[src/design/assert_macros.svh]
// assertion macros shared by the uplink supervisor rtl
// no dependencies; every macro is empty when SYNTHESIS is defined
`ifndef ASSERT_MACROS_SVH
`define ASSERT_MACROS_SVH
`ifndef SYNTHESIS
// property must hold at every clock edge outside reset
`define ASSERT_PROP(lbl, clk, rstn, prop, msg) \
  lbl: assert property (@(posedge clk) disable iff (!(rstn)) (prop)) else $error(msg);
// condition must never be seen outside reset
`define ASSERT_NEVER(lbl, clk, rstn, cond, msg) \
  lbl: assert property (@(posedge clk) disable iff (!(rstn)) !(cond)) else $error(msg);
`else
`define ASSERT_PROP(lbl, clk, rstn, prop, msg)
`define ASSERT_NEVER(lbl, clk, rstn, cond, msg)
`endif
`endif

[src/design/uplrs_pkg.sv]
// types, codes and reset values of the uplink reconnect supervisor
// no dependencies; used by every module of the block
package uplrs_pkg;

  // item operation codes
  typedef enum logic [2:0] {
    OP_POLL      = 3'd0,
    OP_SOCK_UP   = 3'd1,
    OP_SOCK_DOWN = 3'd2,
    OP_READY     = 3'd3,
    OP_BEGIN     = 3'd4,
    OP_SEND_OK   = 3'd5,
    OP_SEND_FAIL = 3'd6,
    OP_SKIP      = 3'd7
  } op_e;

  // capture command codes
  typedef enum logic [1:0] {
    CAP_NONE = 2'd0,
    CAP_GO   = 2'd1,
    CAP_STOP = 2'd2
  } cap_e;

  // link state, one-hot
  typedef enum logic [2:0] {
    LINK_DOWN    = 3'b001,
    LINK_READY   = 3'b010,
    LINK_SENDING = 3'b100
  } link_e;

  // status codes seen on the result
  localparam logic [1:0] STATUS_DOWN    = 2'd0;
  localparam logic [1:0] STATUS_READY   = 2'd1;
  localparam logic [1:0] STATUS_SENDING = 2'd2;

  // configuration register indexes
  localparam logic [1:0] REG_INIT_BACKOFF = 2'd0;
  localparam logic [1:0] REG_MAX_BACKOFF  = 2'd1;
  localparam logic [1:0] REG_CONN_TIMEOUT = 2'd2;
  localparam logic [1:0] REG_READY_WAIT  = 2'd3;

  localparam int unsigned RegW     = 16;
  localparam int unsigned TimeW    = 32;
  localparam int unsigned BackoffW = 17;

  // reset values
  localparam logic [RegW-1:0] InitBackoffRst = 16'd2000;
  localparam logic [RegW-1:0] MaxBackoffRst  = 16'd30000;
  localparam logic [RegW-1:0] ConnTimeoutRst = 16'd10000;
  localparam logic [RegW-1:0] ReadyWaitRst   = 16'd3000;

  typedef struct packed {
    logic [RegW-1:0] init_backoff;
    logic [RegW-1:0] max_backoff;
    logic [RegW-1:0] conn_timeout;
    logic [RegW-1:0] ready_wait;
  } cfg_t;

  typedef struct packed {
    cap_e       capture_cmd;
    logic [1:0] link_status;
    logic       send_granted;
    logic       drop_socket;
    logic       start_connect;
  } res_t;

  // link state to status code
  function automatic logic [1:0] link_code(link_e st);
    logic [1:0] code;
    unique case (st)
      LINK_READY:   code = STATUS_READY;
      LINK_SENDING: code = STATUS_SENDING;
      default:      code = STATUS_DOWN;
    endcase
    return code;
  endfunction

endpackage

[src/design/uplrs_cfg_regs.sv]
// configuration registers of the uplink supervisor
// depends on uplrs_pkg
module uplrs_cfg_regs (
  input  logic                        clk_i,
  input  logic                        rst_ni,
  input  logic                        cfg_we_i,
  input  logic [1:0]                  cfg_idx_i,
  input  logic [uplrs_pkg::RegW-1:0]  cfg_wdata_i,
  output uplrs_pkg::cfg_t             cfg_o
);

  uplrs_pkg::cfg_t cfg_q, cfg_d;

  // register write decode
  always_comb begin
    cfg_d = cfg_q;
    if (cfg_we_i) begin
      unique case (cfg_idx_i)
        uplrs_pkg::REG_INIT_BACKOFF: cfg_d.init_backoff = cfg_wdata_i;
        uplrs_pkg::REG_MAX_BACKOFF:  cfg_d.max_backoff  = cfg_wdata_i;
        uplrs_pkg::REG_CONN_TIMEOUT: cfg_d.conn_timeout = cfg_wdata_i;
        uplrs_pkg::REG_READY_WAIT:   cfg_d.ready_wait   = cfg_wdata_i;
        default:                     cfg_d = cfg_q;
      endcase
    end
  end

  always_ff @(posedge clk_i or negedge rst_ni) begin
    if (!rst_ni) begin
      cfg_q.init_backoff <= uplrs_pkg::InitBackoffRst;
      cfg_q.max_backoff  <= uplrs_pkg::MaxBackoffRst;
      cfg_q.conn_timeout <= uplrs_pkg::ConnTimeoutRst;
      cfg_q.ready_wait   <= uplrs_pkg::ReadyWaitRst;
    end else begin
      cfg_q <= cfg_d;
    end
  end

  assign cfg_o = cfg_q;

endmodule

[src/design/uplrs_core.sv]
// link state, backoff and timestamp registers with the per-item decision logic
// depends on uplrs_pkg and assert_macros.svh
`include "assert_macros.svh"
module uplrs_core (
  input  logic                         clk_i,
  input  logic                         rst_ni,
  input  logic                         acc_i,
  input  uplrs_pkg::op_e               op_i,
  input  logic [uplrs_pkg::TimeW-1:0]  now_i,
  input  logic                         link_up_i,
  input  logic                         enabled_i,
  input  logic                         target_i,
  input  logic                         connected_i,
  input  uplrs_pkg::cfg_t              cfg_i,
  output uplrs_pkg::res_t              res_o
);

  localparam int unsigned TW = uplrs_pkg::TimeW;
  localparam int unsigned BW = uplrs_pkg::BackoffW;

  uplrs_pkg::link_e link_q, link_d;
  logic [BW-1:0]    backoff_q, backoff_d;
  logic [TW-1:0]    conn_time_q, conn_time_d;
  logic [TW-1:0]    attempt_q, attempt_d;
  logic [TW-1:0]    retry_q, retry_d;

  uplrs_pkg::cap_e  cap;
  logic             granted, drop, start;

  logic [TW-1:0]    conn_age, attempt_age, retry_age;
  logic             wait_over, attempt_over, retry_early;
  logic [BW-1:0]    max_ext, backoff_dbl;

  // elapsed times, modulo 2^32
  assign conn_age     = now_i - conn_time_q;
  assign attempt_age  = now_i - attempt_q;
  assign retry_age    = now_i - retry_q;
  assign wait_over    = conn_age > {{(TW-uplrs_pkg::RegW){1'b0}}, cfg_i.ready_wait};
  assign attempt_over = attempt_age > {{(TW-uplrs_pkg::RegW){1'b0}}, cfg_i.conn_timeout};
  assign retry_early  = retry_age < {{(TW-BW){1'b0}}, backoff_q};

  // doubling only happens below the 16-bit ceiling, so the shift cannot overflow
  assign max_ext     = {1'b0, cfg_i.max_backoff};
  assign backoff_dbl = {backoff_q[BW-2:0], 1'b0};

  // next state and result of one item
  always_comb begin
    link_d      = link_q;
    backoff_d   = backoff_q;
    conn_time_d = conn_time_q;
    attempt_d   = attempt_q;
    retry_d     = retry_q;
    cap         = uplrs_pkg::CAP_NONE;
    granted     = 1'b0;
    drop        = 1'b0;
    start       = 1'b0;
    unique case (op_i)
      uplrs_pkg::OP_POLL: begin
        if (enabled_i) begin
          if (!link_up_i) begin
            if (link_q != uplrs_pkg::LINK_DOWN) begin
              link_d = uplrs_pkg::LINK_DOWN;
              cap    = uplrs_pkg::CAP_STOP;
            end
          end else if (target_i) begin
            if (connected_i) begin
              if (link_q == uplrs_pkg::LINK_READY) begin
                attempt_d = '0;
              end else if (conn_time_q != '0 && wait_over) begin
                // no ready frame in time: force ready
                backoff_d = {1'b0, cfg_i.init_backoff};
                attempt_d = '0;
                link_d    = uplrs_pkg::LINK_READY;
                cap       = uplrs_pkg::CAP_GO;
              end
            end else begin
              if (link_q != uplrs_pkg::LINK_DOWN) begin
                link_d = uplrs_pkg::LINK_DOWN;
                cap    = uplrs_pkg::CAP_STOP;
              end
              if (attempt_q != '0) begin
                // abandon a stale attempt and grow the backoff
                if (attempt_over) begin
                  drop        = 1'b1;
                  link_d      = uplrs_pkg::LINK_DOWN;
                  conn_time_d = '0;
                  attempt_d   = '0;
                  cap         = uplrs_pkg::CAP_STOP;
                  if (backoff_q < max_ext) begin
                    backoff_d = (backoff_dbl > max_ext) ? max_ext : backoff_dbl;
                  end
                end
              end else if (retry_q == '0 || !retry_early) begin
                // new connection attempt
                retry_d     = now_i;
                attempt_d   = now_i;
                link_d      = uplrs_pkg::LINK_DOWN;
                conn_time_d = '0;
                drop        = 1'b1;
                start       = 1'b1;
              end
            end
          end
        end
      end
      uplrs_pkg::OP_SOCK_UP: begin
        link_d      = uplrs_pkg::LINK_DOWN;
        conn_time_d = now_i;
      end
      uplrs_pkg::OP_SOCK_DOWN, uplrs_pkg::OP_SEND_FAIL: begin
        link_d      = uplrs_pkg::LINK_DOWN;
        conn_time_d = '0;
        attempt_d   = '0;
        cap         = uplrs_pkg::CAP_STOP;
      end
      uplrs_pkg::OP_READY: begin
        backoff_d = {1'b0, cfg_i.init_backoff};
        attempt_d = '0;
        link_d    = uplrs_pkg::LINK_READY;
        cap       = uplrs_pkg::CAP_GO;
      end
      uplrs_pkg::OP_BEGIN: begin
        if (link_q == uplrs_pkg::LINK_READY) begin
          link_d  = uplrs_pkg::LINK_SENDING;
          granted = 1'b1;
        end
      end
      uplrs_pkg::OP_SEND_OK: begin
        if (link_q == uplrs_pkg::LINK_SENDING) begin
          link_d = uplrs_pkg::LINK_READY;
        end
        cap = uplrs_pkg::CAP_GO;
      end
      uplrs_pkg::OP_SKIP: begin
        if (link_q != uplrs_pkg::LINK_DOWN) begin
          link_d = uplrs_pkg::LINK_READY;
          cap    = uplrs_pkg::CAP_GO;
        end
      end
      default: begin
        link_d = link_q;
      end
    endcase
  end

  // state registers, updated on every accepted item
  always_ff @(posedge clk_i or negedge rst_ni) begin
    if (!rst_ni) begin
      link_q      <= uplrs_pkg::LINK_DOWN;
      backoff_q   <= {1'b0, uplrs_pkg::InitBackoffRst};
      conn_time_q <= '0;
      attempt_q   <= '0;
      retry_q     <= '0;
    end else if (acc_i) begin
      link_q      <= link_d;
      backoff_q   <= backoff_d;
      conn_time_q <= conn_time_d;
      attempt_q   <= attempt_d;
      retry_q     <= retry_d;
    end
  end

  // result of the item, status after the update
  always_comb begin
    res_o.capture_cmd   = cap;
    res_o.link_status   = uplrs_pkg::link_code(link_d);
    res_o.send_granted  = granted;
    res_o.drop_socket   = drop;
    res_o.start_connect = start;
  end

  `ASSERT_PROP(a_grant_sends, clk_i, rst_ni,
    acc_i && res_o.send_granted |=> link_q == uplrs_pkg::LINK_SENDING,
    "granted send did not enter sending")
  `ASSERT_PROP(a_connect_stamps, clk_i, rst_ni,
    acc_i && res_o.start_connect |=> attempt_q == $past(now_i) && retry_q == $past(now_i),
    "connect attempt did not record its time")
  `ASSERT_PROP(a_sock_down_clears, clk_i, rst_ni,
    acc_i && op_i == uplrs_pkg::OP_SOCK_DOWN |=>
      link_q == uplrs_pkg::LINK_DOWN && conn_time_q == '0 && attempt_q == '0,
    "socket down left state behind")

endmodule

[src/design/uplrs_out_skid.sv]
// two-entry result buffer: output register plus skid register
// depends on uplrs_pkg and assert_macros.svh
`include "assert_macros.svh"
module uplrs_out_skid (
  input  logic             clk_i,
  input  logic             rst_ni,
  input  logic             in_valid_i,
  output logic             in_stall_o,
  input  uplrs_pkg::res_t  in_res_i,
  output logic             out_valid_o,
  input  logic             out_stall_i,
  output uplrs_pkg::res_t  out_res_o
);

  logic            out_valid_q, skid_valid_q;
  uplrs_pkg::res_t out_res_q, skid_res_q;
  logic            in_acc, out_take;

  assign in_stall_o = skid_valid_q;
  assign in_acc     = in_valid_i && !skid_valid_q;
  assign out_take   = out_valid_q && !out_stall_i;

  // valid flags
  always_ff @(posedge clk_i or negedge rst_ni) begin
    if (!rst_ni) begin
      out_valid_q  <= 1'b0;
      skid_valid_q <= 1'b0;
    end else if (skid_valid_q) begin
      if (out_take) begin
        skid_valid_q <= 1'b0;
      end
    end else if (in_acc) begin
      if (out_valid_q && !out_take) begin
        skid_valid_q <= 1'b1;
      end else begin
        out_valid_q <= 1'b1;
      end
    end else if (out_take) begin
      out_valid_q <= 1'b0;
    end
  end

  // payload registers
  always_ff @(posedge clk_i) begin
    if (skid_valid_q) begin
      if (out_take) begin
        out_res_q <= skid_res_q;
      end
    end else if (in_acc) begin
      if (out_valid_q && !out_take) begin
        skid_res_q <= in_res_i;
      end else begin
        out_res_q <= in_res_i;
      end
    end
  end

  assign out_valid_o = out_valid_q;
  assign out_res_o   = out_res_q;

  `ASSERT_NEVER(a_skid_needs_out, clk_i, rst_ni,
    skid_valid_q && !out_valid_q,
    "skid entry held with empty output register")
  `ASSERT_PROP(a_fill_skid, clk_i, rst_ni,
    in_acc && out_valid_q && out_stall_i |=> skid_valid_q,
    "transfer behind a stalled result was not kept")
  `ASSERT_PROP(a_drain_empty, clk_i, rst_ni,
    out_take && !skid_valid_q && !in_acc |=> !out_valid_q,
    "output stayed valid after its only result was taken")

endmodule

[src/design/uplink_reconnect_supervisor.sv]
// top level of the uplink reconnect supervisor
// depends on uplrs_pkg, uplrs_cfg_regs, uplrs_core and uplrs_out_skid

// One item is accepted per clock cycle while in_stall_o is low and gives exactly one
// result, registered in the output register or, while an older result waits, in the
// skid register; the whole decision for an item (a few 32-bit time differences and
// compares, the backoff doubling) is one combinational step from the input ports
// into the state and result registers, so consecutive items see each other's state
// without bubbles. A two-entry result buffer lets the input keep flowing while one
// result waits; in_stall_o rises only once both entries hold results. Configuration
// writes take effect on the next cycle and belong in idle periods.
module uplink_reconnect_supervisor (
  input  logic                         clk_i,
  input  logic                         rst_ni,
  // configuration writes
  input  logic                         cfg_we_i,
  input  logic [1:0]                   cfg_idx_i,
  input  logic [uplrs_pkg::RegW-1:0]   cfg_wdata_i,
  // item input
  input  logic                         in_valid_i,
  output logic                         in_stall_o,
  input  logic [2:0]                   op_i,
  input  logic [uplrs_pkg::TimeW-1:0]  now_ms_i,
  input  logic                         link_up_i,
  input  logic                         uplink_enabled_i,
  input  logic                         target_configured_i,
  input  logic                         socket_connected_i,
  // result output
  output logic                         out_valid_o,
  input  logic                         out_stall_i,
  output logic [1:0]                   capture_cmd_o,
  output logic [1:0]                   link_status_o,
  output logic                         send_granted_o,
  output logic                         drop_socket_o,
  output logic                         start_connect_o
);

  uplrs_pkg::cfg_t cfg;
  uplrs_pkg::res_t core_res, out_res;
  logic            in_acc;

  assign in_acc = in_valid_i && !in_stall_o;

  uplrs_cfg_regs u_cfg (
    .clk_i       (clk_i),
    .rst_ni      (rst_ni),
    .cfg_we_i    (cfg_we_i),
    .cfg_idx_i   (cfg_idx_i),
    .cfg_wdata_i (cfg_wdata_i),
    .cfg_o       (cfg)
  );

  uplrs_core u_core (
    .clk_i       (clk_i),
    .rst_ni      (rst_ni),
    .acc_i       (in_acc),
    .op_i        (uplrs_pkg::op_e'(op_i)),
    .now_i       (now_ms_i),
    .link_up_i   (link_up_i),
    .enabled_i   (uplink_enabled_i),
    .target_i    (target_configured_i),
    .connected_i (socket_connected_i),
    .cfg_i       (cfg),
    .res_o       (core_res)
  );

  uplrs_out_skid u_out (
    .clk_i       (clk_i),
    .rst_ni      (rst_ni),
    .in_valid_i  (in_valid_i),
    .in_stall_o  (in_stall_o),
    .in_res_i    (core_res),
    .out_valid_o (out_valid_o),
    .out_stall_i (out_stall_i),
    .out_res_o   (out_res)
  );

  // result fields
  assign capture_cmd_o   = out_res.capture_cmd;
  assign link_status_o   = out_res.link_status;
  assign send_granted_o  = out_res.send_granted;
  assign drop_socket_o   = out_res.drop_socket;
  assign start_connect_o = out_res.start_connect;

endmodule
[config.mk]
export PLATFORM = sky130hd
export DESIGN_NAME = uplink_reconnect_supervisor
export DESIGN_NICKNAME = d
export VERILOG_FILES = /design/src/design/uplrs_pkg.sv /design/src/design/uplrs_cfg_regs.sv /design/src/design/uplrs_core.sv /design/src/design/uplrs_out_skid.sv /design/src/design/uplink_reconnect_supervisor.sv
export VERILOG_INCLUDE_DIRS = /design/src /design/src/design
export SDC_FILE = /design/constraint.sdc
export NUM_CORES = 1
export LEC_CHECK = 0
export ABC_AREA = 0
export BUFFER_PORTS_ARGS = -buffer_cell sky130_fd_sc_hd__buf_4
export CAP_MARGIN = 20
export CORE_ASPECT_RATIO = 0.8
export CORE_MARGIN = 4
export CORE_UTILIZATION = 50
export CTS_BUF_LIST = sky130_fd_sc_hd__clkbuf_4 sky130_fd_sc_hd__clkbuf_8
export DETAILED_ROUTE_END_ITERATION = 10
export MAX_ROUTING_LAYER = met4
export PLACE_DENSITY = 0.72
export SYNTH_ARGS = -nofsm -noshare
export SYNTH_HDL_FRONTEND = slang
export SYNTH_SLANG_ARGS = --single-unit
[constraint.sdc]
create_clock -name clk_i -period 5.25 [get_ports clk_i]
set_clock_uncertainty 0.1 [all_clocks]
set_input_delay 0.525 -clock clk_i [delete_from_list [all_inputs] [get_ports clk_i]]
set_output_delay 0.525 -clock clk_i [all_outputs]
set_load 0.01 [all_outputs]
## Yosys cells after proc, flatten, opt, wreduce, memory -nomap -nowiden

Cells that the tools add are included.

| storage, ports and cells | value |
|---|---|
| register bits after elaboration | 196 |
| latch bits | 0 |
| bits in writable memories | 0 |
| ROM bits | 0 |
| input port bits | 62 |
| output and inout port bits | 9 |
| logic and storage cells | 179 |
| memories kept | 0 |

| cells by class | value |
|---|---|
| add/sub/neg operators | 3 |
| multipliers | 0 |
| div/mod/pow operators | 0 |
| magnitude comparators | 5 |
| equal/unequal tests | 32 |
| shifts and indexed selects | 0 |
| multiplexer cells | 81 |
| bitwise logic cells | 3 |
| reduce and logical (&&, ||, !) cells | 34 |

Operators with widths:

| cell | number |
|---|---|
| $mux W32 | 15 |
| $mux W17 | 10 |
| $pmux W32 S3 | 1 |
| $sub A32 B32 Y32 | 3 |
| $gt A32 B16 Y1 | 2 |
| $pmux W32 S2 | 1 |
| $reduce_bool A32 Y1 | 2 |
| $mux W3 | 13 |
| $pmux W17 S2 | 1 |
| $logic_not A32 Y1 | 1 |
| $lt A32 B17 Y1 | 1 |
| $mux W7 | 4 |
| $mux W1 | 25 |
| $reduce_and A8 Y1 | 3 |
| $eq A3 B3 Y1 const B | 6 |
| $pmux W3 S6 | 1 |
| $gt A17 B16 Y1 | 1 |
| $lt A17 B16 Y1 | 1 |
| $mux W2 | 8 |
| $ne A3 B2 Y1 const B | 5 |
| $eq A3 B2 Y1 const B | 4 |
| $ne A2 B2 Y1 const B | 6 |
| $reduce_and A10 Y1 | 1 |
| $reduce_and A3 Y1 | 3 |
| 21 further kinds | 40 |

## Longest topological paths before layout

| logic depth | value |
|---|---|
| depth after elaboration | 16 |
| mapped depth | 24 |
| gate-level depth less buffers | 22 |

## Hierarchy

Synthesis repeated with hierarchy kept, for this count alone.

| unflattened totals | value |
|---|---|
| cell total of the unflattened synthesis | 1889 |
| area, all modules | 16726.0 um^2 |

Modules (own cells, without submodules):

| module | instances | cells an instance | area an instance (um^2) | seq. area each (um^2) |
|---|---|---|---|---|
| uplrs_core | 1 | 1718 | 13635.6 | 2911.5 |
| uplrs_cfg_regs | 1 | 136 | 2442.3 | 1632.8 |
| uplrs_out_skid | 1 | 34 | 634.4 | 470.5 |
| uplink_reconnect_supervisor | 1 | 1 | 13.8 | 0.0 |

## Least setup slack after synthesis

Ideal clock, no wire load.

| timing | value |
|---|---|
| kind | input to register |
| from | input port now_ms_i[0] (netlist name) |
| to | register u_core.backoff_q[11] |
| library setup time | 125 ps |
| arrival | 5386 ps |
| required time | 5025 ps |
| path slack | -362 ps |
| stages on the path | 23 |
| path buffers | 1 |
| path through | inv_1 ha_1 fa_1 nand2b_1 a21oi_1 o21ai_0 nor2b_1 nor3_1 nor2_1 xnor2_1 ha_1 nand4_1 nor3_1 a21boi_0 o31a_1 a2111o_1 a2111oi_0 o2111ai_1 nor4_4 nor3b_2 o31ai_4 buf_8 mux2_4 |

| on the way | value |
|---|---|
| word-level cells in the longest chain between the ends | 5 |
| elaborated cells between the ends (all ways) | 8 |
| those cells by class | 2 x add/sub; 2 x order compare; 2 x eq/ne; 2 x reduce/logical |

Ends and longest elaborated chain:

| what | RTL line | RTL |
|---|---|---|
| start: declaration | uplink_reconnect_supervisor.sv:23 | `input logic [uplrs_pkg::TimeW-1:0] now_ms_i,` |
| $sub A32 B32 Y32 | uplrs_core.sv:35 | `assign conn_age = now_i - conn_time_q;` |
| $gt A32 B16 Y1 | uplrs_core.sv:38 | `assign wait_over = conn_age > {{(TW-uplrs_pkg::RegW){1'b0}}, cfg_i.ready_wait};` |
| $logic_and A1 B1 Y1 | uplrs_core.sv:69 | `end else if (conn_time_q != '0 && wait_over) begin` |
| $ne A3 B2 Y1 (no line) | -- |  |
| $reduce_and A10 Y1 (no line) * | -- |  |
| end signal: assignment | uplrs_core.sv:150 | `backoff_q <= {1'b0, uplrs_pkg::InitBackoffRst};` |
| end signal: assignment | uplrs_core.sv:156 | `backoff_q <= backoff_d;` |
| end: declaration | uplrs_core.sv:22 | `logic [BW-1:0] backoff_q, backoff_d;` |

Mark *: on every way between the ends. The rest lies on a longest branch, timed or not.
A chain may end at the register's enable or synchronous reset.

## Final worst setup path

| timing | value |
|---|---|
| from | register u_core.attempt_q[0] |
| to | register u_core.backoff_q[1] |

| on the way | value |
|---|---|
| word-level cells in the longest chain between the ends | 4 |
| elaborated cells between the ends (all ways) | 6 |
| those cells by class | 1 x add/sub; 1 x order compare; 2 x eq/ne; 2 x reduce/logical |

Ends and longest elaborated chain:

| what | RTL line | RTL |
|---|---|---|
| start: declaration | uplrs_core.sv:24 | `logic [TW-1:0] attempt_q, attempt_d;` |
| start signal: assignment | uplrs_core.sv:158 | `attempt_q <= attempt_d;` |
| $sub A32 B32 Y32 | uplrs_core.sv:36 | `assign attempt_age = now_i - attempt_q;` |
| $gt A32 B16 Y1 | uplrs_core.sv:39 | `assign attempt_over = attempt_age > {{(TW-uplrs_pkg::RegW){1'b0}}, cfg_i.conn_timeout};` |
| $ne A3 B2 Y1 (no line) | -- |  |
| $reduce_and A10 Y1 (no line) * | -- |  |

Marks and branches as above.

==> impl_metrics.tcl <==
set metrics [dict create \
    final_cells 2529 \
    die-area_um2 36100 \
    vias_per_cell 6.19 \
    yosysSeqAreaShare_pct 30.3 \
    worstSetupStartpointType "flop" \
    dp.cells 2478 \
    hold_viol_final 0 \
    synth_compound_area_share_pct 24.4 \
    crit_path_max_incr_delay_ps 410 \
    drv_cap 0 \
    track_usage_pct 28.6 \
    synth_cells 1874 \
    synth_fa_ha_area_share_pct 13.3 \
    grtUsageMet1_pct 41.4 \
    arrival_ps 5600 \
    peakVddDrop_mv 0.196 \
    overflow 0 \
    routed-via-count 15700 \
    hpwl_mm 40.5 \
    ys.flop_type "dfrtp_1" \
    cts_tree "built" \
    post-route-cell-area_um2 19900 \
    muxShareOfSynthArea_pct 7.67 \
    synth_warnings 0 \
    synth_cell_types 93 \
    start_util_pct 50.8 \
    antenna_found_initial 1 \
    place_ws_ps -474 \
    synth_edf_count 14 \
    firstDrtPassIters 6 \
    clock_latency_ps 510 \
    synth_top_family_by_area "compound AO/OA/AOI/OAI gates" \
    final.period_utilization_pct 101 \
    yosys.area_share.simple_pct 14.5 \
    cts_sinks 196 \
    clk_pin_slew_ps 110 \
    setup_viol_count_final 26 \
    io-pin-count 71 \
    drc_errors 0 \
    met3_usage_pct 4.80 \
    gp_congestion 0.996 \
    maxSlewHeadroom_pct 25.3 \
    first_global_vias 15100 \
    outcome "complete, but fails checks" \
    setup.worst_path.end_class "flop" \
    p_per_area_nw_per_um2 360 \
    cts_buffers 17 \
    synth_fp_nets 2110 \
    post_drt_wl_per_cell_um 20.6 \
    row_count 59 \
    die_x_um 211 \
    fmax_mhz 189 \
    clockBufferDepth 2 \
    leakagePower_nw 9.04 \
    final_cell_mix "buf_4, inv_1, ha_1" \
    synthXorXnorAreaFrac_pct 3.33 \
    htreeDepth 4 \
    syn_area_per_cell_um2 8.83 \
    grtUsageMet2_pct 42.3 \
    crit_buf_inv 4 \
    grt_setup_unrepaired "yes" \
    dr.first_iter.drc_count 1418 \
    crit_top_cell "nor4_2" \
    port-buffer-count 70 \
    hold_path.class "in -> reg" \
    required_ps 5550 \
    die_h_um 171 \
    ys_ff_latch 196 \
    final_net_count 2325 \
    crit_slowest_cell "dfrtp_1" \
    synth_area_um2 16500 \
    drt-total-wl_mm 52.2 \
    cts-root-buf "clkbuf_8" \
    finalSetupTns_ps -455 \
    coreArea_um2 32600 \
    power.total_mw 7.17 \
    place_area_um2 18800 \
    busiest_layer "met2" \
    drive_gt1_share_pct 25.5 \
    finalMaxSlewViolations 0 \
    ys_async_sr_fraction_pct 92.9 \
    crit_type "reg -> reg" \
    worst_slack_ps -55.0 \
    tightestPinTransition_ps 1120 \
    violations "negative setup slack" \
    drtAntennaViolNets 0 \
    holdWs_ps 181 \
    cp_top_family "compound AO/OA/AOI/OAI gates" \
    path_max_fanout 9 \
    grt_max_degree 109 \
    syn_to_final_growth_pct 20.2 \
    cp_cell_sequence "ha_4, inv_2, fa_2, a211oi_4, nor4_2, a311oi_2, o21bai_1, a21oi_1, xnor2_1, ha_1, nand4_1, or3_4, or2_4, nor3b_4, a2111oi_4, o2111ai_2, nor4_2, buf_4, nor3_2, o31ai_4, buf_6, buf_12, mux2_2" \
    grt_pass1_wl_mm 80.4 \
    n_antenna_cell 0 \
    finish.utilization_pct 61.1 \
    layout_commonest_cell "buf_4" \
    post-route-min-period_ps 5300 \
]
==> Yosys cell counts, drive strengths merged (8+ instances only) <==
library cell  count  area (um^2)
mux2             91         1060
a22o             34          298
buf              22          170
dfstp            32          841
nor2             82          308
edfxtp           14          420
and3             14         87.6
ha              171         2140
nor4             34          240
nor2b            17          114
o21a             27          203
mux2i            21          210
o211ai           25          193
or2               8         50.1
nand2           160          601
and2              9         57.6
dfrtp           150         3750
xor2             23          201
a22oi            32          240
and4              9         78.8
nand2b           13         81.3
xnor2            40          350
clkbuf           56          211
a211oi           23          198
o21ai           128          641
nor3             29          145
a31oi            13         87.6
nand3            29          145
or3               9         56.3
a21o             42          315
a21oi           136          688
o31ai            38          299
o2111ai          11         96.3
o21bai           11         82.6
inv             183          687
nand4            42          269
==> kinds of logic (layout without fill, tap and decap cells) <==
logic type | count (synthesis) | in the layout
AO/OA/AOI/OAI | 592 | 592
XOR/XNOR | 63 | 63
adder cells (fa/ha/maj) | 174 | 174
buffers and inverters | 263 | 491
flip-flops | 196 | 196
multiplexers | 112 | 112
AND/OR/NAND/NOR | 474 | 474
==> tightest hold or removal path: stages <==
cell	delay, ps
buf_4	120
inv_1	50
a21oi_1	60
==> power breakdown <==
part	total, mW	internal (mW)	switching [mW]
Combinational	3.96	1.81	2.14
Sequential	2.18	1.89	0.286
Clock	1.04	0.405	0.631
Total	7.17	4.11	3.06
==> registers in the layout (all words and copies together) (netlist names) <==
name / cells
u_out.out_valid_o: 1
u_cfg.cfg_o: 64
u_core.link_q: 3
u_core.backoff_q: 17
u_core.attempt_q: 32
u_out.in_stall_o: 1
u_core.conn_time_q: 32
u_core.retry_q: 32
u_out.skid_res_q: 7
u_out.out_res_o: 7
==> final timing paths <==
| check | slack, ps | end | startpoint | depth (start not counted) |
|---|---|---|---|---|
| worst min register to register | 420 | u_cfg.cfg_o[12] | u_cfg.cfg_o[12] | 1 |
| worst min-delay path | 180 | u_out.in_stall_o | out_stall_i | 3 |
| worst max-delay path | -50 | u_core.backoff_q[1] | u_core.attempt_q[0] | 23 |
| min in group asynchronous | 500 | u_cfg.cfg_o[22] | rst_ni | 2 |
| worst max register to register | -50 | u_core.backoff_q[1] | u_core.attempt_q[0] | 23 |
| max in group asynchronous | 3460 | u_core.retry_q[29] | rst_ni | 3 |
==> per-layer routing <==
metal  share of wire, %  vias to the layer above  wire length, um
met2                 44                      565            22800
li1                   -                     7364                -
met1                 46                     7624            23900
met4                2.6                        0             1350
met5                  0                        -                0
met3                8.0                      102             4170
==> final cells by class <==
| type | count | area [um^2] |
|---|---|---|
| Multi-Input combinational cell | 1415 | 10900 |
| Tap cell | 427 | 534 |
| Inverter | 184 | 693 |
| Fill cell | 2753 | 12700 |
| Clock inverter | 14 | 161 |
| Sequential cell | 196 | 5010 |
| Clock buffer | 18 | 241 |
| Timing Repair Buffer | 275 | 2340 |
==> what timing repair did <==
item	CTS	global route
buffers inserted	5	6
setup endpoints to repair	54	126
hold buffers	1	0
gates cloned	1	5
pin swaps	14	36
endpoints found under the hold margin	63	0
gates resized for setup	16	77
Power figures use the tool's default switching activity.
